**src/hdl/mts_pkg.sv**
```systemverilog
`default_nettype none

package mts_pkg;

    // Command codes carried in the opcode field.
    localparam logic [1:0] OP_PUSH  = 2'd0;
    localparam logic [1:0] OP_POP   = 2'd1;
    localparam logic [1:0] OP_QUERY = 2'd2;

    // Field widths of one request and one result.
    localparam int OPCODE_W = 2;
    localparam int VALUE_W  = 32;
    localparam int STATUS_W = 2;
    localparam int DEPTH_W  = 11;

    // Stream data widths, padded to whole bytes.
    localparam int IN_TDATA_W  = 40;
    localparam int OUT_TDATA_W = 48;
    localparam int RES_W       = STATUS_W + VALUE_W + DEPTH_W;

    typedef enum logic [STATUS_W-1:0] {
        ST_DONE  = 2'd0,
        ST_EMPTY = 2'd1,
        ST_FULL  = 2'd2
    } status_t;

    // One result; status sits in the lowest bits when packed.
    typedef struct packed {
        logic [DEPTH_W-1:0]        depth_now;
        logic signed [VALUE_W-1:0] min_value;
        status_t                   status;
    } mts_result_t;

endpackage

`default_nettype wire

```
**src/hdl/mts_out_buf.sv**
```systemverilog
`default_nettype none

module mts_out_buf
    import mts_pkg::*;
(
    input  logic        clk,
    input  logic        rst_n,
    input  logic        in_valid,
    output logic        in_ready,
    input  mts_result_t in_res,
    output logic        out_valid,
    input  logic        out_ready,
    output mts_result_t out_res
);

    logic        out_valid_reg, skid_valid_reg;
    mts_result_t out_res_reg, skid_res_reg;

    // New results are taken whenever the skid stage is free.
    assign in_ready  = !skid_valid_reg;
    assign out_valid = out_valid_reg;
    assign out_res   = out_res_reg;

    // Valid flags of the result register and the skid stage.
    always_ff @(posedge clk or negedge rst_n)
    begin
        if (!rst_n)
        begin
            out_valid_reg  <= 1'b0;
            skid_valid_reg <= 1'b0;
        end
        else if (in_valid && in_ready)
        begin
            if (!out_valid_reg || out_ready)
            begin
                out_valid_reg <= 1'b1;
            end
            else
            begin
                skid_valid_reg <= 1'b1;
            end
        end
        else if (out_ready && out_valid_reg)
        begin
            out_valid_reg  <= skid_valid_reg;
            skid_valid_reg <= 1'b0;
        end
    end

    // Result payloads.
    always_ff @(posedge clk)
    begin
        if (in_valid && in_ready)
        begin
            if (!out_valid_reg || out_ready)
            begin
                out_res_reg <= in_res;
            end
            else
            begin
                skid_res_reg <= in_res;
            end
        end
        else if (out_ready && out_valid_reg)
        begin
            out_res_reg <= skid_res_reg;
        end
    end

    // The skid stage only fills behind a waiting result.
    a_skid_behind: assert property (@(posedge clk) disable iff (!rst_n)
        skid_valid_reg |-> out_valid_reg)
        else $error("skid stage holds a result with the output empty");

    // A result held in the skid stage moves forward when the output drains.
    a_skid_move: assert property (@(posedge clk) disable iff (!rst_n)
        skid_valid_reg && out_ready |=> out_valid_reg && !skid_valid_reg)
        else $error("skid result not forwarded");

endmodule

`default_nettype wire

```
**config.mk**
```make
export PLATFORM = sky130hd
export DESIGN_NAME = mts_out_buf
export DESIGN_NICKNAME = d
export VERILOG_FILES = /design/src/hdl/mts_pkg.sv /design/src/hdl/mts_out_buf.sv
export SDC_FILE = /design/constraint.sdc
export NUM_CORES = 1
export LEC_CHECK = 0
export ABC_AREA = 1
export ABC_CLOCK_PERIOD_IN_PS = 2800
export BUFFER_PORTS_ARGS = -buffer_cell sky130_fd_sc_hd__buf_2
export CORE_ASPECT_RATIO = 0.9
export CORE_MARGIN = 5
export CORE_UTILIZATION = 51
export DETAILED_ROUTE_END_ITERATION = 16
export PLACE_DENSITY = 0.78
export SETUP_SLACK_MARGIN = 0.5
export SLEW_MARGIN = 20
export SYNTH_ARGS = -nofsm -noshare
export SYNTH_HDL_FRONTEND = slang
export SYNTH_SLANG_ARGS = --single-unit
```
**constraint.sdc**
```tcl
create_clock -name clk -period 2.8 [get_ports clk]
set_input_delay 0.28 -clock clk [delete_from_list [all_inputs] [get_ports clk]]
set_output_delay 0.28 -clock clk [all_outputs]
set_load 0.05 [all_outputs]
```
==> qor.csv <==
metric,value,unit
status,"finished, final reports clean",
hold_violations,0,
grt-ovfl-total,0,
synth_cells,253,
area_growth,22.9,%
p_seq_share,44.9,%
cp.arrival,1870,ps
p_sw,1.80,mW
yosys_most_used_dff,edfxtp_1,
antenna_violating_nets_post_route,0,
synth-seq-cells,92,
pin_count,96,
path_max_fanout,45,
numCtsBuffers,9,
setup-tns-final,0,ps
switching_share,39.7,%
layout.area.seq,2750,um2
yosysMostFrequentCell,nand2_1,
slew_headroom,43.9,%
place_hpwl,4140,um
die-area,8410,um2
ir_drop,0.000715,V
cts_root_buffer,clkbuf_8,
grt_antenna_before_repair,0,
finalSetupViolCount,0,
hold_path_class,in2reg,
synth_edf_count,90,
die_x,96.1,um
p_leak,1.84,nW
fmax,528,MHz
initial_utilization,51.9,%
core_area,6550,um2
syn_area_per_cell,13.5,um2
multiInputGateArea,566,um2
clkPwrFrac,20.2,%
detail_route.wl_per_cell,13.5,um
detail_route.vias_per_cell,4.62,
cp.required,2780,ps
ctsResizeCount,0,
clk_pin_slew,90,ps
dieHeight,87.5,um
cp_slowest_cell,buf_4,
drive_above_1_share,32.6,%
path_cells,"nor2_4, nand2_1, nand2_2, buf_4",
cts_sinks,92,
clk_latency,340,ps
n_fill_cell,525,
slew_viol_final,0,
fp-row-count,28,
path_class,reg2reg,
synth_commonest_cells,"nand2_1 (143), edfxtp_1 (90), buf_4 (5), inv_1 (5), buf_6 (3)",
grt_pass1_wl,9750,um
min_period_over_period,67.6,%
placed_cell_area,3960,um2
worst_pin_slew,839,ps
synth_nets,302,
async_flop_share,2.17,%
cts_max_level,3,
synth_cell_type_count,10,
start_kind,flip-flop,
fin_crit,1890,ps
critical_path.endpoint_type,flip-flop,
gr-usage-all-layers,15.6,%
maxCapViolations,0,
vias,2074,
drc,0,
yosysTopAreaCell,edfxtp_1,
seq_area_frac_synth,80.9,%
final_cell_area,4180,um2
firstDrtPassIters,5,
rsz0062_at_grt,false,
critical-path-max-stage-delay,460,ps
synth_area_leaders,"edfxtp_1 (79%), nand2_1 (16%), dfrtp_1 (1.5%)",
p_int,2.73,mW
antenna_cells,0,
drt_wl_total,6070,um
clock_path_buffers,2,
io_buffers,95,
finClkSkew,10.7,ps
synthesis.area,3400,um2
nets,403,
powerDensity,1080,nW/um2
grt_max_degree,47,
comb_power_share,35.0,%
post_cts_buffers,0,
yosysWarnings,0,
place.gp.congestion,0.765,
grt_pass1_vias,2167,
cts_tree,built,
drt_iter0_drc,165,
post-synth-top-area-fraction,79.4,%
-- power by group through the flow --
stage / logic (mW) / registers (mW) / clock network, mW
floorplan: 0.427 / 2.89 / 0
global placement: 1.58 / 2.06 / 0
detailed placement: 1.60 / 2.07 / 0
CTS: 1.60 / 2.04 / 0.936
global route: 1.70 / 2.06 / 1.00
finish: 1.58 / 2.03 / 0.913
-- layout make-up --
type                    count  share of cell area, %
flip-flops and latches     92                   65.8
clock inverters             3                   1.05
well taps                  90                   2.69
clock buffers              13                   4.04
inverters                   5                  0.449
multi-input cells         147                   13.5
repair buffers             99                   12.4
-- path summary, 6_finish.rpt --
path,startpoint,to,slack (ps),depth (start not counted)
max in group asynchronous,rst_n,out_valid,2460,2
worst max register to register,skid_valid_reg,out_res[25],910,4
worst max-delay path,skid_valid_reg,out_res[25],910,4
worst min register to register,skid_res_reg[21],out_res[21],520,2
min in group asynchronous,rst_n,skid_valid_reg,240,2
worst min-delay path,in_res[8],skid_res_reg[8],130,1
-- critical path: cells and delay by family, from the launching register on --
kind	cells	cell delay, ps
buffers and inverters	1	460
and+or+nand+nor	3	600
DFF	1	440
-- repair_timing --
item,4_1_cts,5_1_grt
hold buffers,1,0
setup endpoints to repair,0,0
hold endpoints to repair,2,0
-- layout by cell type (no fill, tap or decap), types with 2 or more instances in the layout --
master,count
clkbuf_8,12
buf_4,2
edfxtp_1,90
buf_2,95
nand2_2,2
dfrtp_1,2
nand2_1,142
inv_1,4
-- stage by stage --
| stage | cells | util, % | setup WS [ps] | total power, mW | hold WS [ps] |
|---|---|---|---|---|---|
| 2_1_floorplan | 253 | - | 587 | 3.32 | -15.6 |
| 3_3_place_gp | 432 | 60.4 | 932 | 3.64 | 67.6 |
| 3_5_place_dp | 432 | 60.4 | 899 | 3.67 | 71.2 |
| 4_1_cts | 449 | 63.8 | 878 | 4.57 | 105 |
| 5_1_grt | 449 | 63.8 | 719 | 4.76 | 95.1 |
| 6_report | 449 | 63.8 | 908 | 4.53 | 125 |
-- cells by family after synthesis --
logic type | share of synthesized area [%]
simple gates | 16.3
buf+inv | 2.79
flops | 80.9
-- routing by layer --
| layer | global-route usage (%) | wire length [um] |
|---|---|---|
| met3 | 4.84 | 544 |
| met1 | 20.0 | 2610 |
| met5 | 0 | 0 |
| met4 | 7.36 | 66 |
| met2 | 24.2 | 2850 |
Note: power is estimated with default switching activity, not from simulation.
